`config.mk`:
```
export PLATFORM = sky130hd
export DESIGN_NAME = percent_decoder_utf8_normalize
export DESIGN_NICKNAME = d
export VERILOG_FILES = /design/src/design/pdu_pkg.sv /design/src/design/pdu_opq.sv /design/src/design/pdu_front.sv /design/src/design/pdu_back.sv /design/src/design/percent_decoder_utf8_normalize.sv
export SDC_FILE = /design/constraint.sdc
export NUM_CORES = 1
export LEC_CHECK = 0
export ABC_AREA = 0
export BUFFER_PORTS_ARGS = -buffer_cell sky130_fd_sc_hd__buf_2
export CORE_MARGIN = 1.5
export CORE_UTILIZATION = 62
export DETAILED_ROUTE_END_ITERATION = 12
export PLACE_DENSITY = 0.79
export SYNTH_ARGS = -nofsm -noshare
export SYNTH_HDL_FRONTEND = slang
export SYNTH_SLANG_ARGS = --single-unit
```
`constraint.sdc`:
```
create_clock -name clk_i -period 9.95 [get_ports clk_i]
set_clock_uncertainty 0.05 [all_clocks]
set_input_delay 0.4975 -clock clk_i [delete_from_list [all_inputs] [get_ports clk_i]]
set_output_delay 0.4975 -clock clk_i [all_outputs]
set_load 0.01 [all_outputs]
```
`src/design/pdu_pkg.sv`:
```
`timescale 1ns / 1ps

package pdu_pkg;

  // fixed field widths
  localparam int unsigned ByteW = 8;
  localparam int unsigned CpW   = 31;

  // defaults for the top-level parameters
  localparam int unsigned MaxSeqBytesDef = 6;
  localparam int unsigned QueueDepthDef  = 4;

  // continuation byte test: top two bits 10
  localparam logic [ByteW-1:0] ContMask = 8'b1100_0000;
  localparam logic [ByteW-1:0] ContTag  = 8'b1000_0000;

  // what the back end does with a queued operation
  typedef enum logic [1:0] {
    OP_CP,     // emit val as minimal utf-8
    OP_RAW,    // emit val[7:0] as it is
    OP_EMPTY   // closing result without a byte
  } op_kind_e;

  typedef struct packed {
    op_kind_e         kind;
    logic [CpW-1:0]   val;
    logic             last;
    logic             err;
  } op_t;

endpackage

```
`src/design/pdu_opq.sv`:
```
`timescale 1ns / 1ps

module pdu_opq #(
  parameter int unsigned DEPTH = pdu_pkg::QueueDepthDef
) (
  input  logic          clk_i,
  input  logic          rst_ni,
  input  logic          push_i,
  input  pdu_pkg::op_t  op_i,
  output logic          full_o,
  input  logic          pop_i,
  output pdu_pkg::op_t  op_o,
  output logic          valid_o
);

  localparam int unsigned PtrW = $clog2(DEPTH);
  localparam int unsigned CntW = $clog2(DEPTH + 1);

  pdu_pkg::op_t    mem_q [DEPTH];
  logic [PtrW-1:0] wptr_q, wptr_d;
  logic [PtrW-1:0] rptr_q, rptr_d;
  logic [CntW-1:0] cnt_q, cnt_d;
  logic            wr, rd;

  assign full_o  = (cnt_q == CntW'(DEPTH));
  assign valid_o = (cnt_q != '0);
  assign op_o    = mem_q[rptr_q];
  assign wr      = push_i && !full_o;
  assign rd      = pop_i && valid_o;

  always_comb begin
    wptr_d = wptr_q;
    rptr_d = rptr_q;
    cnt_d  = cnt_q;
    if (wr) begin
      wptr_d = (wptr_q == PtrW'(DEPTH - 1)) ? '0 : wptr_q + PtrW'(1);
    end
    if (rd) begin
      rptr_d = (rptr_q == PtrW'(DEPTH - 1)) ? '0 : rptr_q + PtrW'(1);
    end
    if (wr && !rd) begin
      cnt_d = cnt_q + CntW'(1);
    end else if (rd && !wr) begin
      cnt_d = cnt_q - CntW'(1);
    end
  end

  always_ff @(posedge clk_i or negedge rst_ni) begin
    if (!rst_ni) begin
      wptr_q <= '0;
      rptr_q <= '0;
      cnt_q  <= '0;
    end else begin
      wptr_q <= wptr_d;
      rptr_q <= rptr_d;
      cnt_q  <= cnt_d;
    end
  end

  always_ff @(posedge clk_i) begin
    if (wr) begin
      mem_q[wptr_q] <= op_i;
    end
  end

endmodule

```
`src/design/pdu_front.sv`:
```
`timescale 1ns / 1ps

module pdu_front #(
  parameter int unsigned MAX_SEQ_BYTES = pdu_pkg::MaxSeqBytesDef
) (
  input  logic                       clk_i,
  input  logic                       rst_ni,
  input  logic [pdu_pkg::ByteW-1:0]  char_i,
  input  logic                       eos_i,
  input  logic                       valid_i,
  output logic                       ready_o,
  output logic                       push_o,
  output pdu_pkg::op_t               op_o,
  input  logic                       full_i
);

  localparam int unsigned HoldDepth = MAX_SEQ_BYTES - 2;
  localparam int unsigned HcW       = $clog2(HoldDepth + 1);
  localparam int unsigned HiW       = $clog2(HoldDepth);
  localparam int unsigned CpW       = pdu_pkg::CpW;
  localparam int unsigned ByteW     = pdu_pkg::ByteW;

  localparam logic [ByteW-1:0] ChPercent = 8'h25;
  localparam logic [ByteW-1:0] Ch0       = 8'h30;
  localparam logic [ByteW-1:0] Ch9       = 8'h39;
  localparam logic [ByteW-1:0] ChUpA     = 8'h41;
  localparam logic [ByteW-1:0] ChUpF     = 8'h46;
  localparam logic [ByteW-1:0] ChLoA     = 8'h61;
  localparam logic [ByteW-1:0] ChLoF     = 8'h66;
  localparam logic [ByteW-1:0] LeadMin   = 8'b1100_0000;

  typedef enum logic [1:0] {ST_IDLE, ST_LEAD, ST_HELD, ST_MAIN} state_e;
  typedef enum logic [1:0] {PH_NONE, PH_FIRST, PH_SECOND} phase_e;

  // {ok, value}
  function automatic logic [4:0] hex_val(input logic [ByteW-1:0] c);
    logic [4:0] r;
    r = '0;
    if (c >= Ch0 && c <= Ch9) begin
      r = {1'b1, 4'(c - Ch0)};
    end else if (c >= ChLoA && c <= ChLoF) begin
      r = {1'b1, 4'(c - ChLoA + 8'd10)};
    end else if (c >= ChUpA && c <= ChUpF) begin
      r = {1'b1, 4'(c - ChUpA + 8'd10)};
    end
    return r;
  endfunction

  // sequence length announced by a lead byte
  function automatic logic [2:0] lead_len(input logic [ByteW-1:0] b);
    logic [2:0] n;
    if ((b & 8'b1111_1100) == 8'b1111_1100) begin
      n = 3'd6;
    end else if ((b & 8'b1111_1000) == 8'b1111_1000) begin
      n = 3'd5;
    end else if ((b & 8'b1111_0000) == 8'b1111_0000) begin
      n = 3'd4;
    end else if ((b & 8'b1110_0000) == 8'b1110_0000) begin
      n = 3'd3;
    end else begin
      n = 3'd2;
    end
    return n;
  endfunction

  state_e           state_q, state_d;
  phase_e           phase_q, phase_d;
  logic [3:0]       nib_q, nib_d;
  logic             utf8_q, utf8_d;
  logic [ByteW-1:0] lead_q, lead_d;
  logic [2:0]       rem_q, rem_d;
  logic [HcW-1:0]   hcnt_q, hcnt_d;
  logic [CpW-1:0]   cp_q, cp_d;
  logic             failed_q, failed_d;
  logic             eos_q, eos_d;
  logic             any_q, any_d;
  logic [HiW-1:0]   hidx_q, hidx_d;
  logic             blast_q, blast_d;
  logic             berr_q, berr_d;
  logic             bret_q, bret_d;
  logic [ByteW-1:0] chr_q;
  logic [ByteW-1:0] held_q [HoldDepth];

  logic [ByteW-1:0] c_sel;
  logic             e_sel;
  logic [4:0]       hx;
  logic [ByteW-1:0] dbyte;
  logic             seq_held;
  logic             pre_brk;
  logic             bad_hex;
  logic             any_base;
  logic             do_main;
  logic             m_push;
  pdu_pkg::op_kind_e m_kind;
  logic [CpW-1:0]   m_val;
  logic [CpW-1:0]   cp_acc;
  logic [2:0]       ln;
  logic             end_err;
  logic             brk_end;
  logic             hwe;
  logic             held_last;
  logic             accept;

  assign c_sel    = (state_q == ST_IDLE) ? char_i : chr_q;
  assign e_sel    = (state_q == ST_IDLE) ? eos_i : eos_q;
  assign hx       = hex_val(c_sel);
  assign bad_hex  = (phase_q != PH_NONE) && !hx[4];
  assign dbyte    = {nib_q, hx[3:0]};
  assign seq_held = (rem_q != 3'd0);
  assign cp_acc   = {cp_q[CpW-7:0], dbyte[5:0]};
  assign ln       = lead_len(dbyte);
  assign any_base = (state_q == ST_IDLE) ? 1'b0 : any_q;
  assign held_last = ((HcW'(hidx_q) + HcW'(1)) == hcnt_q);
  assign ready_o  = (state_q == ST_IDLE) && !full_i;
  assign accept   = valid_i && ready_o;

  // a held sequence is broken by anything but an escaped continuation byte
  always_comb begin
    pre_brk = 1'b0;
    if (phase_q != PH_NONE) begin
      if (!hx[4]) begin
        pre_brk = seq_held;
      end else if (phase_q == PH_SECOND) begin
        pre_brk = seq_held && ((dbyte & pdu_pkg::ContMask) != pdu_pkg::ContTag);
      end
    end else if (c_sel != ChPercent) begin
      pre_brk = seq_held;
    end
  end

  always_comb begin
    state_d  = state_q;
    phase_d  = phase_q;
    nib_d    = nib_q;
    utf8_d   = utf8_q;
    lead_d   = lead_q;
    rem_d    = rem_q;
    hcnt_d   = hcnt_q;
    cp_d     = cp_q;
    failed_d = failed_q;
    eos_d    = eos_q;
    any_d    = any_q;
    hidx_d   = hidx_q;
    blast_d  = blast_q;
    berr_d   = berr_q;
    bret_d   = bret_q;
    push_o   = 1'b0;
    op_o     = '0;
    do_main  = 1'b0;
    m_push   = 1'b0;
    m_kind   = pdu_pkg::OP_CP;
    m_val    = '0;
    end_err  = 1'b0;
    brk_end  = 1'b0;
    hwe      = 1'b0;

    unique case (state_q)
      ST_IDLE: begin
        if (accept) begin
          eos_d = eos_i;
          any_d = 1'b0;
          if (pre_brk) begin
            state_d = ST_LEAD;
            bret_d  = 1'b1;
            blast_d = eos_i && bad_hex;
            berr_d  = eos_i && bad_hex;
          end else begin
            do_main = 1'b1;
          end
        end
      end
      ST_MAIN: begin
        do_main = !full_i;
      end
      ST_LEAD: begin
        if (!full_i) begin
          push_o      = 1'b1;
          op_o.kind   = pdu_pkg::OP_CP;
          op_o.val    = CpW'(lead_q);
          op_o.last   = blast_q && (hcnt_q == '0);
          op_o.err    = berr_q && (hcnt_q == '0);
          any_d       = 1'b1;
          if (hcnt_q != '0) begin
            utf8_d  = 1'b0;
            hidx_d  = '0;
            state_d = ST_HELD;
          end else begin
            brk_end = 1'b1;
          end
        end
      end
      ST_HELD: begin
        if (!full_i) begin
          push_o    = 1'b1;
          op_o.kind = pdu_pkg::OP_CP;
          op_o.val  = CpW'(held_q[hidx_q]);
          op_o.last = blast_q && held_last;
          op_o.err  = berr_q && held_last;
          if (held_last) begin
            brk_end = 1'b1;
          end else begin
            hidx_d = hidx_q + HiW'(1);
          end
        end
      end
      default: begin
        state_d = ST_IDLE;
      end
    endcase

    if (brk_end) begin
      rem_d  = 3'd0;
      hcnt_d = '0;
      cp_d   = '0;
      if (bret_q) begin
        state_d = ST_MAIN;
      end else begin
        // break at the string end closes the string
        state_d  = ST_IDLE;
        phase_d  = PH_NONE;
        utf8_d   = 1'b1;
        lead_d   = '0;
        failed_d = 1'b0;
      end
    end

    if (do_main) begin
      if (phase_q != PH_NONE) begin
        if (!hx[4]) begin
          failed_d = 1'b1;
          phase_d  = PH_NONE;
        end else if (phase_q == PH_FIRST) begin
          nib_d   = hx[3:0];
          phase_d = PH_SECOND;
        end else begin
          phase_d = PH_NONE;
          if (seq_held) begin
            // continuation byte of the held sequence
            rem_d = rem_q - 3'd1;
            if (rem_q == 3'd1) begin
              m_push = 1'b1;
              m_val  = cp_acc;
              hcnt_d = '0;
              cp_d   = '0;
            end else begin
              cp_d = cp_acc;
              if (hcnt_q < HcW'(HoldDepth)) begin
                hwe    = 1'b1;
                hcnt_d = hcnt_q + HcW'(1);
              end
            end
          end else if (!utf8_q || dbyte < pdu_pkg::ContTag) begin
            m_push = 1'b1;
            m_val  = CpW'(dbyte);
          end else if (dbyte < LeadMin) begin
            // stray continuation drops to latin-1
            utf8_d = 1'b0;
            m_push = 1'b1;
            m_val  = CpW'(dbyte);
          end else if (ln > 3'(MAX_SEQ_BYTES)) begin
            m_push = 1'b1;
            m_val  = CpW'(dbyte);
          end else begin
            lead_d = dbyte;
            cp_d   = CpW'(dbyte & (8'h7F >> ln));
            rem_d  = ln - 3'd1;
            hcnt_d = '0;
          end
        end
      end else if (c_sel == ChPercent) begin
        phase_d = PH_FIRST;
      end else begin
        m_push = 1'b1;
        m_kind = pdu_pkg::OP_RAW;
        m_val  = CpW'(c_sel);
      end

      end_err   = failed_d || (phase_d != PH_NONE);
      push_o    = m_push;
      op_o.kind = m_kind;
      op_o.val  = m_val;
      any_d     = any_base || m_push;
      state_d   = ST_IDLE;

      if (e_sel) begin
        if (rem_d != 3'd0) begin
          // sequence still open at the end: break it, then close
          state_d = ST_LEAD;
          bret_d  = 1'b0;
          blast_d = 1'b1;
          berr_d  = end_err;
        end else begin
          if (m_push) begin
            op_o.last = 1'b1;
            op_o.err  = end_err;
          end else if (!any_base) begin
            push_o    = 1'b1;
            op_o.kind = pdu_pkg::OP_EMPTY;
            op_o.val  = '0;
            op_o.last = 1'b1;
            op_o.err  = end_err;
          end
          phase_d  = PH_NONE;
          utf8_d   = 1'b1;
          lead_d   = '0;
          rem_d    = 3'd0;
          hcnt_d   = '0;
          cp_d     = '0;
          failed_d = 1'b0;
        end
      end
    end
  end

  always_ff @(posedge clk_i or negedge rst_ni) begin
    if (!rst_ni) begin
      state_q  <= ST_IDLE;
      phase_q  <= PH_NONE;
      nib_q    <= '0;
      utf8_q   <= 1'b1;
      lead_q   <= '0;
      rem_q    <= 3'd0;
      hcnt_q   <= '0;
      cp_q     <= '0;
      failed_q <= 1'b0;
      eos_q    <= 1'b0;
      any_q    <= 1'b0;
      hidx_q   <= '0;
      blast_q  <= 1'b0;
      berr_q   <= 1'b0;
      bret_q   <= 1'b0;
    end else begin
      state_q  <= state_d;
      phase_q  <= phase_d;
      nib_q    <= nib_d;
      utf8_q   <= utf8_d;
      lead_q   <= lead_d;
      rem_q    <= rem_d;
      hcnt_q   <= hcnt_d;
      cp_q     <= cp_d;
      failed_q <= failed_d;
      eos_q    <= eos_d;
      any_q    <= any_d;
      hidx_q   <= hidx_d;
      blast_q  <= blast_d;
      berr_q   <= berr_d;
      bret_q   <= bret_d;
    end
  end

  always_ff @(posedge clk_i) begin
    if (accept) begin
      chr_q <= char_i;
    end
    if (hwe) begin
      held_q[hcnt_q[HiW-1:0]] <= dbyte;
    end
  end

endmodule

```
`src/design/pdu_back.sv`:
```
`timescale 1ns / 1ps

module pdu_back (
  input  logic                       clk_i,
  input  logic                       rst_ni,
  input  logic                       op_valid_i,
  input  pdu_pkg::op_t               op_i,
  output logic                       pop_o,
  output logic [pdu_pkg::ByteW-1:0]  tdata_o,
  output logic [1:0]                 tuser_o,
  output logic                       tlast_o,
  output logic                       tvalid_o,
  input  logic                       tready_i
);

  localparam int unsigned CpW   = pdu_pkg::CpW;
  localparam int unsigned ByteW = pdu_pkg::ByteW;

  // byte count of the minimal utf-8 form
  function automatic logic [2:0] seq_len(input logic [CpW-1:0] cp);
    logic [2:0] n;
    if (cp[CpW-1:7] == '0) begin
      n = 3'd1;
    end else if (cp[CpW-1:11] == '0) begin
      n = 3'd2;
    end else if (cp[CpW-1:16] == '0) begin
      n = 3'd3;
    end else if (cp[CpW-1:21] == '0) begin
      n = 3'd4;
    end else if (cp[CpW-1:26] == '0) begin
      n = 3'd5;
    end else begin
      n = 3'd6;
    end
    return n;
  endfunction

  // byte k of an n byte encoding, k = n-1 is the lead
  function automatic logic [ByteW-1:0] utf8_byte(input logic [CpW-1:0] cp,
                                                 input logic [2:0] n,
                                                 input logic [2:0] k);
    logic [ByteW-1:0] r;
    r = cp[ByteW-1:0];
    if (n != 3'd1) begin
      if (k == n - 3'd1) begin
        unique case (n)
          3'd2:    r = 8'b1100_0000 | {3'b000, cp[10:6]};
          3'd3:    r = 8'b1110_0000 | {4'b0000, cp[15:12]};
          3'd4:    r = 8'b1111_0000 | {5'b00000, cp[20:18]};
          3'd5:    r = 8'b1111_1000 | {6'b000000, cp[25:24]};
          default: r = 8'b1111_1100 | {7'b0000000, cp[30]};
        endcase
      end else begin
        unique case (k)
          3'd0:    r = pdu_pkg::ContTag | {2'b00, cp[5:0]};
          3'd1:    r = pdu_pkg::ContTag | {2'b00, cp[11:6]};
          3'd2:    r = pdu_pkg::ContTag | {2'b00, cp[17:12]};
          3'd3:    r = pdu_pkg::ContTag | {2'b00, cp[23:18]};
          default: r = pdu_pkg::ContTag | {2'b00, cp[29:24]};
        endcase
      end
    end
    return r;
  endfunction

  logic             cur_valid_q;
  pdu_pkg::op_t     cur_q;
  logic [2:0]       n_q;
  logic [2:0]       k_q;
  logic             ov_q;
  logic [ByteW-1:0] obyte_q;
  logic             ohas_q;
  logic             olast_q;
  logic             oerr_q;

  logic             out_free;
  logic             emit;
  logic             fin;
  logic [2:0]       n_new;
  logic [ByteW-1:0] byte_cur;
  logic             has_cur;

  assign out_free = !ov_q || tready_i;
  assign emit     = out_free && cur_valid_q;
  assign fin      = emit && (k_q == 3'd0);
  assign pop_o    = op_valid_i && (!cur_valid_q || fin);
  assign n_new    = (op_i.kind == pdu_pkg::OP_CP) ? seq_len(op_i.val) : 3'd1;

  always_comb begin
    byte_cur = '0;
    has_cur  = 1'b1;
    unique case (cur_q.kind)
      pdu_pkg::OP_EMPTY: has_cur = 1'b0;
      pdu_pkg::OP_RAW:   byte_cur = cur_q.val[ByteW-1:0];
      default:           byte_cur = utf8_byte(cur_q.val, n_q, k_q);
    endcase
  end

  always_ff @(posedge clk_i or negedge rst_ni) begin
    if (!rst_ni) begin
      cur_valid_q <= 1'b0;
      ov_q        <= 1'b0;
      k_q         <= 3'd0;
      n_q         <= 3'd1;
    end else begin
      if (pop_o) begin
        cur_valid_q <= 1'b1;
        n_q         <= n_new;
        k_q         <= n_new - 3'd1;
      end else if (fin) begin
        cur_valid_q <= 1'b0;
      end else if (emit) begin
        k_q <= k_q - 3'd1;
      end
      if (emit) begin
        ov_q <= 1'b1;
      end else if (tready_i) begin
        ov_q <= 1'b0;
      end
    end
  end

  always_ff @(posedge clk_i) begin
    if (pop_o) begin
      cur_q <= op_i;
    end
    if (emit) begin
      obyte_q <= byte_cur;
      ohas_q  <= has_cur;
      olast_q <= cur_q.last && (k_q == 3'd0);
      oerr_q  <= cur_q.err && (k_q == 3'd0);
    end
  end

  assign tvalid_o = ov_q;
  assign tdata_o  = obyte_q;
  assign tuser_o  = {oerr_q, ohas_q};
  assign tlast_o  = olast_q;

endmodule

```
`src/design/percent_decoder_utf8_normalize.sv`:
```
`timescale 1ns / 1ps

// channel   dir  tdata            tuser (bit 0 up)          tlast
// s_axis    in   in_char[7:0]     -                         end_of_string
// m_axis    out  out_byte[7:0]    has_byte, decode_error    last
//
// a character that yields at most one operation is handled in the cycle it is accepted; a broken
// utf-8 sequence first replays the lead and each held continuation as its own code point,
// then handles the breaking character unless the string end broke it
// the back end sends one output byte per cycle while the downstream side accepts it, and
// all bytes pass through its single output register
// reset clears all control state at once; the operation queue lets either side stall alone

module percent_decoder_utf8_normalize #(
  parameter int unsigned MAX_SEQ_BYTES = pdu_pkg::MaxSeqBytesDef,
  parameter int unsigned QUEUE_DEPTH   = pdu_pkg::QueueDepthDef
) (
  input  logic        clk_i,
  input  logic        rst_ni,
  // input characters
  input  logic        s_axis_tvalid_i,
  output logic        s_axis_tready_o,
  input  logic [7:0]  s_axis_tdata_i,   // [7:0] in_char
  input  logic        s_axis_tlast_i,   // end_of_string
  // decoded bytes
  output logic        m_axis_tvalid_o,
  input  logic        m_axis_tready_i,
  output logic [7:0]  m_axis_tdata_o,   // [7:0] out_byte
  output logic [1:0]  m_axis_tuser_o,   // [0] has_byte, [1] decode_error
  output logic        m_axis_tlast_o    // last
);

  // front to queue
  logic         fr_push;
  pdu_pkg::op_t fr_op;
  logic         q_full;

  // queue to back end
  logic         q_valid;
  pdu_pkg::op_t q_op;
  logic         bk_pop;

  // escape decoding, sequence gathering and replay of broken sequences
  pdu_front #(
    .MAX_SEQ_BYTES (MAX_SEQ_BYTES)
  ) u_front (
    .clk_i   (clk_i),
    .rst_ni  (rst_ni),
    .char_i  (s_axis_tdata_i),
    .eos_i   (s_axis_tlast_i),
    .valid_i (s_axis_tvalid_i),
    .ready_o (s_axis_tready_o),
    .push_o  (fr_push),
    .op_o    (fr_op),
    .full_i  (q_full)
  );

  // short operation queue between the two halves
  pdu_opq #(
    .DEPTH (QUEUE_DEPTH)
  ) u_opq (
    .clk_i   (clk_i),
    .rst_ni  (rst_ni),
    .push_i  (fr_push),
    .op_i    (fr_op),
    .full_o  (q_full),
    .pop_i   (bk_pop),
    .op_o    (q_op),
    .valid_o (q_valid)
  );

  // expands each operation into output bytes, one per transfer
  pdu_back u_back (
    .clk_i      (clk_i),
    .rst_ni     (rst_ni),
    .op_valid_i (q_valid),
    .op_i       (q_op),
    .pop_o      (bk_pop),
    .tdata_o    (m_axis_tdata_o),
    .tuser_o    (m_axis_tuser_o),
    .tlast_o    (m_axis_tlast_o),
    .tvalid_o   (m_axis_tvalid_o),
    .tready_i   (m_axis_tready_i)
  );

endmodule
```
**Yosys cells after proc, flatten, opt, wreduce, memory -nomap -nowiden**

Memory sizes are Yosys's and may differ from the RTL's.
Index checks and enable logic that the tools add are counted.

- Register bits after elaboration: 131
- Bits in writable memories: 172
- Output and inout bits: 13
- Memories: 2

Memories:

| memory | words | width | rd ports | clocked after memory_dff | write ports | RTL line | source |
|---|---|---|---|---|---|---|---|
| u_opq.mem_q | 4 | 35 | 1 | 0 | 1 | pdu_opq.sv:19 | `pdu_pkg::op_t mem_q [DEPTH];` |
| u_front.held_q | 4 | 8 | 1 | 0 | 1 | pdu_front.sv:82 | `logic [ByteW-1:0] held_q [HoldDepth];` |

- $add $sub $neg: 17
- $lt $le $gt $ge: 10
- Eq/ne operators: 39
- Shift operators: 1
- Mux-type cells: 211
- Bitwise logic cells: 1
- Reduce and logical (&&, ||, !) cells: 62

Operator list:

| kind | number |
|---|---|
| $mux W31 | 19 |
| $mux W35 | 4 |
| $mux W8 | 17 |
| $mux W3 | 37 |
| $mux W1 | 91 |
| $pmux W35 S2 | 1 |
| $mux W2 | 28 |
| $pmux W6 S4 | 2 |
| $mux W33 | 1 |
| $and A8 B31 Y31 | 1 |
| $shr A7 B3 Y31 const A | 1 |
| $logic_not A24 Y1 | 1 |
| $logic_and A1 B1 Y1 | 21 |
| $logic_not A20 Y1 | 1 |
| $mux W10 | 2 |
| $sub A3 B1 Y3 const B | 6 |
| $ge A8 B7 Y1 const B | 2 |
| $le A8 B7 Y1 const B | 2 |
| $lt A8 B8 Y1 const B | 2 |
| $pmux W8 S2 | 1 |
| $logic_not A15 Y1 | 1 |
| $mux W5 | 3 |
| $reduce_bool A3 Y1 | 5 |
| $reduce_bool A2 Y1 | 7 |
| other kinds (40) | 85 |

**Longest topological paths before layout**

Gate-level depths: netlist of run 1.

- Word-level depth: 28
- Depth in mapped cells: 26
- Gate-level depth less buffers: 23

**Hierarchy**

A second synthesis of run 1 with hierarchy kept.

- Cells, all modules: 966
- Area total of the unflattened synthesis: 13716.9 µm²

By module, submodules not included:

| module | times used | cells each | area an instance (µm²) | sequential area each (µm²) |
|---|---|---|---|---|
| pdu_opq | 1 | 220 | 5565.3 | 4379.2 |
| pdu_front | 1 | 547 | 5546.6 | 2603.7 |
| pdu_back | 1 | 199 | 2605.0 | 1582.8 |

**Worst setup path after synthesis of run 1**

No wires, ideal clock.

- Kind: flip-flop to flip-flop
- Start point: register u_front.state_q[0]
- End point: memory u_opq.mem_q[0][0] (netlist bit), enable pin
- Setup time: 0.478 ns
- Data arrival time: 6.574 ns
- Required time: 9.422 ns
- Path slack: 2.848 ns
- Stages on the path, launching flop included: 21
- Buffers on the path: 3
- Period minus slack after synthesis: 7.102 ns
- Path through: dfrtp_1 > inv_1 > ha_1 > buf_6 > buf_6 > buf_2 > mux2i_1 > inv_1 > ha_1 > or2_2 > a21oi_1 > nor2_2 > o22ai_2 > inv_1 > a21oi_1 > ha_1 > o22ai_1 > a32oi_2 > o2111ai_4 > o211a_1 > nor3b_1

- Longest elaborated chain between the ends: 26
- Elaborated cells on any way between the ends: 73

RTL lines:

| element | RTL line | source |
|---|---|---|
| start, declared | pdu_front.sv:66 | `state_e state_q, state_d;` |
| start signal, assigned | pdu_front.sv:333 | `state_q <= state_d;` |
| $logic_not A2 Y1 * | pdu_front.sv:104 | `assign c_sel = (state_q == ST_IDLE) ? char_i : chr_q;` |
| $mux W8 * | pdu_front.sv:104 |  |
| $sub A4 B1 Y4 (tied with other cells) | pdu_front.sv:42, pdu_front.sv:44 |  |
| $add A4 B4 Y4 / $logic_and A1 B1 Y1 (equally long branches) | pdu_front.sv:42, pdu_front.sv:44, pdu_front.sv:43 |  |
| $mux W5 | pdu_front.sv:43 | `end else if (c >= ChUpA && c <= ChUpF) begin` |
| $mux W5 | pdu_front.sv:41 | `end else if (c >= ChLoA && c <= ChLoF) begin` |
| $mux W5 * | pdu_front.sv:39 | `if (c >= Ch0 && c <= Ch9) begin` |
| net u_front.hx[3] | pdu_front.sv:86 | `logic [4:0] hx;` |
| [... 11 more ...] | -- |  |
| $mux W3 / $mux W1 (equally long branches) | pdu_front.sv:227 | `if (do_main) begin` |
| $reduce_bool A3 Y1 / $mux W1 (equally long branches) | pdu_front.sv:286, pdu_front.sv:293 |  |
| $mux W1 | pdu_front.sv:286 | `if (rem_d != 3'd0) begin` |
| $mux W1 * | pdu_front.sv:285 | `if (e_sel) begin` |
| $mux W1 * | pdu_front.sv:227 |  |
| $logic_and A1 B1 Y1 * | pdu_opq.sv:28 | `assign wr = push_i && !full_o;` |
| $mux W1 * | pdu_opq.sv:61 | `if (wr) begin` |
| $mux W1 (implied by the code) * | pdu_opq.sv:62 | `mem_q[wptr_q] <= op_i;` |
| end, declared | pdu_opq.sv:19 |  |

The timed path passes the listed nets; every way through them passes the cells marked *. The select of a mux whose other input is x is not followed.

**Worst setup path after layout of run 1**

- Start point: register u_front.state_q[0]
- End point: register u_opq.cnt_q[2]

- Longest elaborated chain between the ends: 27
- Elaborated cells on any way between the ends: 76

RTL lines:

| element | RTL line | source |
|---|---|---|
| $logic_not A2 Y1 * | pdu_front.sv:104 |  |
| $mux W8 * | pdu_front.sv:104 |  |
| $sub A4 B1 Y4 (tied with other cells) | pdu_front.sv:42, pdu_front.sv:44 |  |
| $add A4 B4 Y4 / $logic_and A1 B1 Y1 (equally long branches) | pdu_front.sv:42, pdu_front.sv:44, pdu_front.sv:43 |  |
| $mux W5 | pdu_front.sv:43 |  |
| $mux W5 | pdu_front.sv:41 |  |
| $mux W5 * | pdu_front.sv:39 |  |
| net u_front.hx[3] | pdu_front.sv:86 |  |
| [... 13 more ...] | -- |  |
| $mux W1 | pdu_front.sv:286 |  |
| $mux W1 * | pdu_front.sv:285 |  |
| $mux W1 * | pdu_front.sv:227 |  |
| $logic_and A1 B1 Y1 * | pdu_opq.sv:28 |  |
| net u_opq.wr | pdu_opq.sv:23 | `logic wr, rd;` |
| $logic_not A1 Y1 | pdu_opq.sv:43 | `end else if (rd && !wr) begin` |
| $logic_and A1 B1 Y1 | pdu_opq.sv:43 |  |
| $reduce_bool A2 Y1 (no source line) | -- |  |
| end signal, assigned | pdu_opq.sv:56 | `cnt_q <= cnt_d;` |
| end, declared | pdu_opq.sv:22 | `logic [CntW-1:0] cnt_q, cnt_d;` |

Marked as above.
A chain may end at the register's enable or synchronous reset.

==> out/metrics.cfg, run 1 <==
[logic_synthesis]
synth_ff_type=sky130_fd_sc_hd__edfxtp_1
synthesis.nets=1108
synth.distinct_cells=80
synth_enable_flop_cells=226
synth_commonest_cells=sky130_fd_sc_hd__edfxtp_1, sky130_fd_sc_hd__nand3_1, sky130_fd_sc_hd__dfrtp_1
netlist.top_cell.by_area=sky130_fd_sc_hd__edfxtp_1
synth.most_common_cell=sky130_fd_sc_hd__edfxtp_1
asyncSetResetFlopFracSynth_pct=23.91
synth.cell_area_sq_um=14010
synth_warnings=0
ys_top_cells_by_area=sky130_fd_sc_hd__edfxtp_1, sky130_fd_sc_hd__dfrtp_1, sky130_fd_sc_hd__mux4_2, sky130_fd_sc_hd__ha_1, sky130_fd_sc_hd__nand3_1
synth_cells=1055
ys_seq_elements=297
syn_avg_cell_area_sq_um=13.28
synth_largest_type_area_fraction_pct=48.44
synth_sequential_area_ratio_pct=61.14

[cts]
htreeDepth=1
numClockSinks=297
post-cts-setup-buffers=0
cts_root_buf=sky130_fd_sc_hd__clkbuf_16
numCtsBuffers=30
cts-root-to-sink-buffers=3
clkTransAtPathRegs_ps=60
insertion_delay_ps=550
tritoncts=built
cts_resized=0
cts_hold_buf=0

[timing]
final.min_clock_period_ps=6014
period_share_pct=60.45
timing.final.hold_violations=0
rsz0062_at_grt=false
clock.fmax_mhz=166.3
maxSlewHeadroom_pct=15.80
final_max_slew_viol_count=0
max_slew.worst_pin.slew_ps=1262
finalSetupViolations=0
fin_tns_setup_ps=0

[cells_and_area]
antennaDiodeCount=0
finish.utilization_pct=69.21
nFillCells=1483
drive_gt1_share_pct=14.80
area.growth.synth_to_final_pct=8.805
finish.net_count=1118
layoutNonFillerInstCount=1368
finish.instance_area_sq_um=15240

[die]
io_pins=26
fp-row-count=54
design.core.area_sq_um=22030
fp.dieW_um=153.3
dieHeight_um=153.3
dieArea_sq_um=23510
initial_util_pct=63.61

[power]
irDropWorstVdd_v=0.0001820
power.density_nw_per_um2=315.9
static-leakage-power_nw=5.507

[detailed_routing]
vias_per_cell=6.716
ant_nets=0
violation_count_after_the_first_detailed_routing_iteration=1124
drc_errors=0
detailedRoute.firstPassIterationCount=5
totalWireLength_um=31860
post_drt_wl_per_cell_um=23.29
dr_vias=9188

[critical_path]
rr_startpoint=u_front.state_q[0]$_DFFE_PN0P_
r2r_slack_ps=3940
timing.critical_path.arrival_ps=6430
r2r_end=u_opq.cnt_q[2]$_DFFE_PN0P_
critPathLaunchType=flop
cp.required_ps=10360
worst_setup_path_end_kind=flop
crit_fanout=26
ff2ff_path_depth=25
critPathKind=reg2reg

[place]
io_buffer_count=25
dp_cells=1313
globalplace.congestion=0.9725
dpl_cell_area_sq_um=14360
dp.final_hpwl_um=20690

[global_route]
vias_in_the_first_global_route=8869
grt_start_max_net_pins=72
grt_antenna_before_repair=0
globalRouteTotalUtil_pct=27.60
grt_pass1_wl_um=50360
global_route.overflow_total=0

[hold_path]
timing.hold.worst.class=in2async

[outcome]
outcome=complete, no violations

[flow_run]
timing.max_cap.violations=0

critical path, cell delays in order (launching register included):
cell and delay (ps):
sky130_fd_sc_hd__dfrtp_1 430, sky130_fd_sc_hd__inv_1 140, sky130_fd_sc_hd__ha_1 150, sky130_fd_sc_hd__buf_4 280
sky130_fd_sc_hd__mux2i_1 540, sky130_fd_sc_hd__inv_1 180, sky130_fd_sc_hd__ha_1 250, sky130_fd_sc_hd__or2_2 300
sky130_fd_sc_hd__a21oi_1 200, sky130_fd_sc_hd__nor2_2 140, sky130_fd_sc_hd__o22ai_2 340, sky130_fd_sc_hd__inv_1 190
sky130_fd_sc_hd__a21oi_1 210, sky130_fd_sc_hd__ha_1 150, sky130_fd_sc_hd__o22ai_1 70, sky130_fd_sc_hd__a32oi_2 250
sky130_fd_sc_hd__o2111ai_4 130, sky130_fd_sc_hd__buf_4 270, sky130_fd_sc_hd__o211a_1 340, sky130_fd_sc_hd__nor2_1 140
sky130_fd_sc_hd__ha_1 190, sky130_fd_sc_hd__inv_1 70, sky130_fd_sc_hd__fa_1 440, sky130_fd_sc_hd__xor2_1 170
sky130_fd_sc_hd__nor2_1 110, sky130_fd_sc_hd__xor2_1 180
layout make-up:
class	instances	area, sq um	share of cell area [%]
Clock buffer	39	805.8	5.286
Tap cell	280	350.3	2.298
Sequential cell	297	8567	56.20
Multi-Input combinational cell	642	5001	32.81
Inverter	54	202.7	1.330
Timing Repair Buffer	40	240.2	1.576
Clock inverter	16	77.57	0.5089
cells in the final DEF, fill, tap and decap left out, types with 8 or more instances in the layout:
master,netlist,final
sky130_fd_sc_hd__dfrtp_1,69,68
sky130_fd_sc_hd__o2111ai_1,10,10
sky130_fd_sc_hd__and2_1,10,10
sky130_fd_sc_hd__a22o_1,9,9
sky130_fd_sc_hd__nor2_1,42,41
sky130_fd_sc_hd__a22oi_1,28,28
sky130_fd_sc_hd__nand2_1,63,63
sky130_fd_sc_hd__ha_1,39,39
sky130_fd_sc_hd__clkbuf_1,41,8
sky130_fd_sc_hd__nand3_1,84,84
sky130_fd_sc_hd__xnor2_1,8,8
sky130_fd_sc_hd__clkbuf_16,0,31
sky130_fd_sc_hd__nor2b_1,8,8
sky130_fd_sc_hd__o211ai_1,17,17
sky130_fd_sc_hd__inv_1,54,54
sky130_fd_sc_hd__o221ai_1,22,22
sky130_fd_sc_hd__or2_2,8,8
sky130_fd_sc_hd__o22ai_1,11,11
sky130_fd_sc_hd__mux2_2,8,8
sky130_fd_sc_hd__a21o_1,8,8
sky130_fd_sc_hd__o21ai_0,42,42
sky130_fd_sc_hd__mux4_2,43,43
sky130_fd_sc_hd__buf_4,2,16
sky130_fd_sc_hd__clkinv_1,0,9
sky130_fd_sc_hd__nor3_1,15,15
sky130_fd_sc_hd__and3_1,26,26
sky130_fd_sc_hd__edfxtp_1,226,226
sky130_fd_sc_hd__a21oi_1,33,33
sky130_fd_sc_hd__buf_2,9,24
where the power goes:
group | internal [mW] | leakage (nW) | total (mW) | switching [mW]
registers | 1.84 | 2.95 | 2.03 | 0.188
logic | 0.645 | 2.14 | 1.77 | 1.13
clock network | 0.567 | 0.426 | 1.02 | 0.452
total | 3.05 | 5.51 | 4.82 | 1.77
worst max-delay path by stage:
| stage | start | endpoint | slack, ps | cells after the start |
|---|---|---|---|---|
| after floorplan | u_front.state_q[0]$_DFFE_PN0P_ | u_opq.mem_q[0][0]$_DFFE_PP_ | 2850 | 20 |
| after global placement | u_front.state_q[0]$_DFFE_PN0P_ | u_opq.cnt_q[2]$_DFFE_PN0P_ | 4310 | 25 |
| after detailed placement | u_front.state_q[0]$_DFFE_PN0P_ | u_opq.cnt_q[2]$_DFFE_PN0P_ | 4010 | 25 |
| after CTS | u_front.state_q[0]$_DFFE_PN0P_ | u_opq.cnt_q[2]$_DFFE_PN0P_ | 3970 | 25 |
| after global routing | u_front.state_q[1]$_DFFE_PN0P_ | u_opq.cnt_q[2]$_DFFE_PN0P_ | 3560 | 25 |
| final | u_front.state_q[0]$_DFFE_PN0P_ | u_opq.cnt_q[2]$_DFFE_PN0P_ | 3940 | 25 |
per-stage QoR:
stage               hold WS, ps  worst slack [ps]  total power, mW
finish                    61.10              3936            4.816
detailed placement        430.4              4011            3.760
floorplan                 151.9              2848            3.278
global route              107.3              3563            5.053
CTS                       104.6              3966            4.806
global placement          411.7              4309            3.694
logic make-up (layout without fill, tap and decap cells):
kind of cell | Yosys count | in the layout | synth area share, %
DFF | 297 | 297 | 61.14
muxes | 57 | 57 | 8.010
xor gates and xnor gates | 14 | 14 | 0.8752
AOI/OAI and AO/OA | 227 | 227 | 11.60
buffers and inverters | 116 | 149 | 3.456
and+or+nand+nor | 304 | 304 | 11.30
adders and majority gates | 40 | 40 | 3.626
sequential cells by signal, indices dropped and copies added, names as in the netlist, 2 cells and up:
| register | count |
|---|---|
| u_front.rem_q | 3 |
| u_front.phase_q | 2 |
| u_front.held_q | 32 |
| u_opq.wptr_q | 2 |
| u_opq.cnt_q | 3 |
| u_back.n_q | 3 |
| u_front.lead_q | 8 |
| u_front.cp_q | 25 |
| u_opq.mem_q | 140 |
| u_back.cur_q | 35 |
| u_opq.rptr_q | 2 |
| u_front.nib_q | 4 |
| u_back.tdata_o | 8 |
| u_front.hcnt_q | 3 |
| u_front.chr_q | 8 |
| u_back.k_q | 3 |
| u_front.hidx_q | 2 |
| u_front.state_q | 2 |
routing by layer:
metal  global-route usage, %  vias to the layer above  routed length, um
met2                   45.61                      421              15540
met5                       0                        -                  0
li1                        -                     4110                  -
met3                   3.686                       90               2200
met4                   8.824                        0               1010
met1                   38.48                     4567              13100
No activity file was read; power rests on OpenSTA's default activity.
==> run 2: changes to the inputs <==
Clock period 9.95 ns to 5.8 ns, I/O delays scaled along.
==> run 2 against run 1 <==
Wire length rose by 1.5%. Critical path depth decreased by 3. Total power rose by 78%. Flip-flop and latch count stayed put. Combinational power rose by 71%. Cell count up 1.3%. Clock power increased by 99%. Sequential share of layout area shrank 1.3 points. Utilization up 1.7 points. Worst hold slack better by 19 ps. Count of clock-buffer cells in the layout rose by 5. Die area unchanged. Critical endpoint unchanged. Largest cell class unchanged. Largest power group unchanged.
==> out/metrics.cfg, run 2 (synthesis results as in run 1) <==
[cts]
cts-root-to-sink-buffers=3  ; unchanged
numCtsBuffers=30  ; unchanged
numClockSinks=297  ; unchanged
post-cts-setup-buffers=0  ; unchanged
insertion_delay_ps=550  ; about the same
htreeDepth=1  ; unchanged
tritoncts=built
clkTransAtPathRegs_ps=70  ; about the same
cts_root_buf=sky130_fd_sc_hd__clkbuf_16

[detailed_routing]
detailedRoute.firstPassIterationCount=5  ; unchanged
violation_count_after_the_first_detailed_routing_iteration=998  ; -11%
totalWireLength_um=32340  ; +1.5%
ant_nets=0  ; unchanged
vias_per_cell=6.670  ; -0.70%
dr_vias=9244  ; +0.61%
post_drt_wl_per_cell_um=23.33  ; +0.20%
drc_errors=0  ; unchanged

[flow_run]
timing.max_cap.violations=0  ; unchanged

[place]
globalplace.congestion=0.9804  ; +0.81%
dp.final_hpwl_um=21290  ; +2.9%
io_buffer_count=25  ; unchanged
dp_cells=1319  ; +0.46%

[global_route]
grt_pass1_wl_um=50830  ; +0.93%
grt_start_max_net_pins=72  ; unchanged
global_route.overflow_total=0  ; unchanged
grt_antenna_before_repair=0  ; unchanged
globalRouteTotalUtil_pct=28.00  ; +0.40 points
vias_in_the_first_global_route=9007  ; +1.6%

[hold_path]
timing.hold.worst.class=in2reg
whs_path_depth=4

[timing]
clock.fmax_mhz=181.3  ; +9.0%
period_share_pct=95.11  ; +35 points
rsz0062_at_grt=false
maxSlewHeadroom_pct=31.83  ; +16 points
final_max_slew_viol_count=0  ; unchanged
finalSetupViolations=0  ; unchanged
max_slew.worst_pin.slew_ps=1023  ; -239.0 ps
timing.final.hold_violations=0  ; unchanged
final.min_clock_period_ps=5517  ; -497.9 ps

[cells_and_area]
drive_gt1_share_pct=16.18  ; +1.4 points
mostFrequentLayoutCells=sky130_fd_sc_hd__edfxtp_1, sky130_fd_sc_hd__nand3_1, sky130_fd_sc_hd__dfrtp_1
largest_reg_flops=140  ; unchanged
area.growth.synth_to_final_pct=11.41
antennaDiodeCount=0  ; unchanged
layoutNonFillerInstCount=1386  ; +1.3%
nFillCells=1421  ; -4.2%
finish.utilization_pct=70.87  ; +1.7 points
max_flop_register=u_opq.mem_q
finish.net_count=1135  ; +1.5%
final_common_cell=sky130_fd_sc_hd__edfxtp_1

[power]
finalPower_mw=8.578  ; +78%
power.density_nw_per_um2=549.5  ; +74%
static-leakage-power_nw=5.669  ; +2.9%
p_int_mw=5.542  ; +82%
p_sw_share_pct=35.40  ; -1.3 points
power_frac_clock_pct=23.6  ; +2.5 points
pwr-share-seq_pct=41.0  ; -1.1 points
irDropWorstVdd_v=0.0003412  ; +87%
p_switching_mw=3.037  ; +72%
combPwrFrac_pct=35.3  ; -1.5 points

[critical_path]
crit_path_top_delay_cell=sky130_fd_sc_hd__o211a_1
critical-path-max-stage-delay_ps=430  ; -110 ps
critical_path_cell_by_cell=inv_1 -> ha_1 -> mux2i_2 -> inv_1 -> ha_1 -> and2_1 -> o311a_2 -> o22ai_2 -> inv_1 -> a21oi_1 -> ha_1 -> o22ai_1 -> a32oi_2 -> o2111ai_4 -> o211a_1 -> nor2_1 -> ha_1 -> inv_1 -> fa_1 -> xor2_1 -> nor2_1 -> xor2_1
critPathKind=reg2reg
worst_setup_path_end_kind=flop
ff2ff_path_depth=22  ; -12%
timing.critical_path.arrival_ps=5920  ; -510 ps
critPathLaunchType=flop
crit_fanout=8  ; -69%
cp.required_ps=6210  ; -4150 ps

[die]
fp.dieW_um=153.3  ; unchanged
design.core.area_sq_um=22030  ; unchanged
dieArea_sq_um=23510  ; unchanged
initial_util_pct=63.61  ; unchanged
fp-row-count=54  ; unchanged
dieHeight_um=153.3  ; unchanged
io_pins=26  ; unchanged

[outcome]
outcome=complete, no violations

[run 2: layout make-up]
class / count / area [sq um] / share of cell area, %
Clock inverter: 12 / 170.2 / 1.090
Timing Repair Buffer: 57 / 395.4 / 2.533
Clock buffer: 44 / 894.6 / 5.731
Inverter: 54 / 202.7 / 1.298
Tap cell: 280 / 350.3 / 2.244
Multi-Input combinational cell: 642 / 5030 / 32.22
Sequential cell: 297 / 8567 / 54.88
[run 2: final timing paths]
kind / startpoint / to / slack (ps)
setup reg to reg: u_front.state_q[1]$_DFFE_PN0P_ / u_opq.cnt_q[2]$_DFFE_PN0P_ / 280
hold / removal: s_axis_tvalid_i / u_front.eos_q$_DFFE_PN0P_ / 80
max in group asynchronous: rst_ni / u_opq.cnt_q[2]$_DFFE_PN0P_ / 4620
setup / recovery: u_front.state_q[1]$_DFFE_PN0P_ / u_opq.cnt_q[2]$_DFFE_PN0P_ / 280
hold reg to reg: u_front.eos_q$_DFFE_PN0P_ / u_front.eos_q$_DFFE_PN0P_ / 450
min in group asynchronous: rst_ni / u_back.k_q[2]$_DFFE_PN0P_ / 390
[run 2: layer usage]
metal / share of wire (%) / vias to the layer above / wire length, um / track usage (%)
li1: - / 4140 / - / -
met1: 41 / 4615 / 13380 / 38.39
met2: 49 / 403 / 15870 / 46.54
met3: 5.8 / 86 / 1882 / 3.289
met4: 3.7 / 0 / 1204 / 10.60
met5: 0 / - / 0 / 0
[run 2: repair_timing]
item | in CTS | in global routing
endpoints found under the setup margin | 0 | 1
hold endpoints to repair | 79 | 0
hold buffers | 11 | 0
gates resized for setup | 0 | 1
[run 2: through the flow]
stage / hold WS (ps) / setup TNS (ps) / setup slack [ps] / area (sq um)
after floorplan: -55.59 / -14290 / -102.0 / 14030
after global placement: 433.4 / 0 / 531.2 / 14430
after detailed placement: 422.8 / 0 / 260.8 / 14430
after CTS: 50.82 / 0 / 239.8 / 15610
after global routing: 98.19 / 0 / 2.395 / 15610
final: 80.17 / 0 / 283.5 / 15610
[run 2: worst max-delay path: cells and delay by family, from the launching register on]
family,cells,cell delay [ps]
compound gates,7,1880
xor+xnor,2,340
fa+ha+maj,5,1380
buf+inv,4,540
flops,1,410
mux,1,400
simple gates,3,420
[run 2: power groups by stage]
stage | combinational, mW | sequential [mW] | clock, mW
floorplan | 2.25 | 3.37 | 0
global placement | 2.90 | 3.49 | 0
detailed placement | 2.96 | 3.54 | 0
CTS | 3.01 | 3.52 | 2.06
global route | 3.28 | 3.58 | 2.14
finish | 3.03 | 3.52 | 2.03
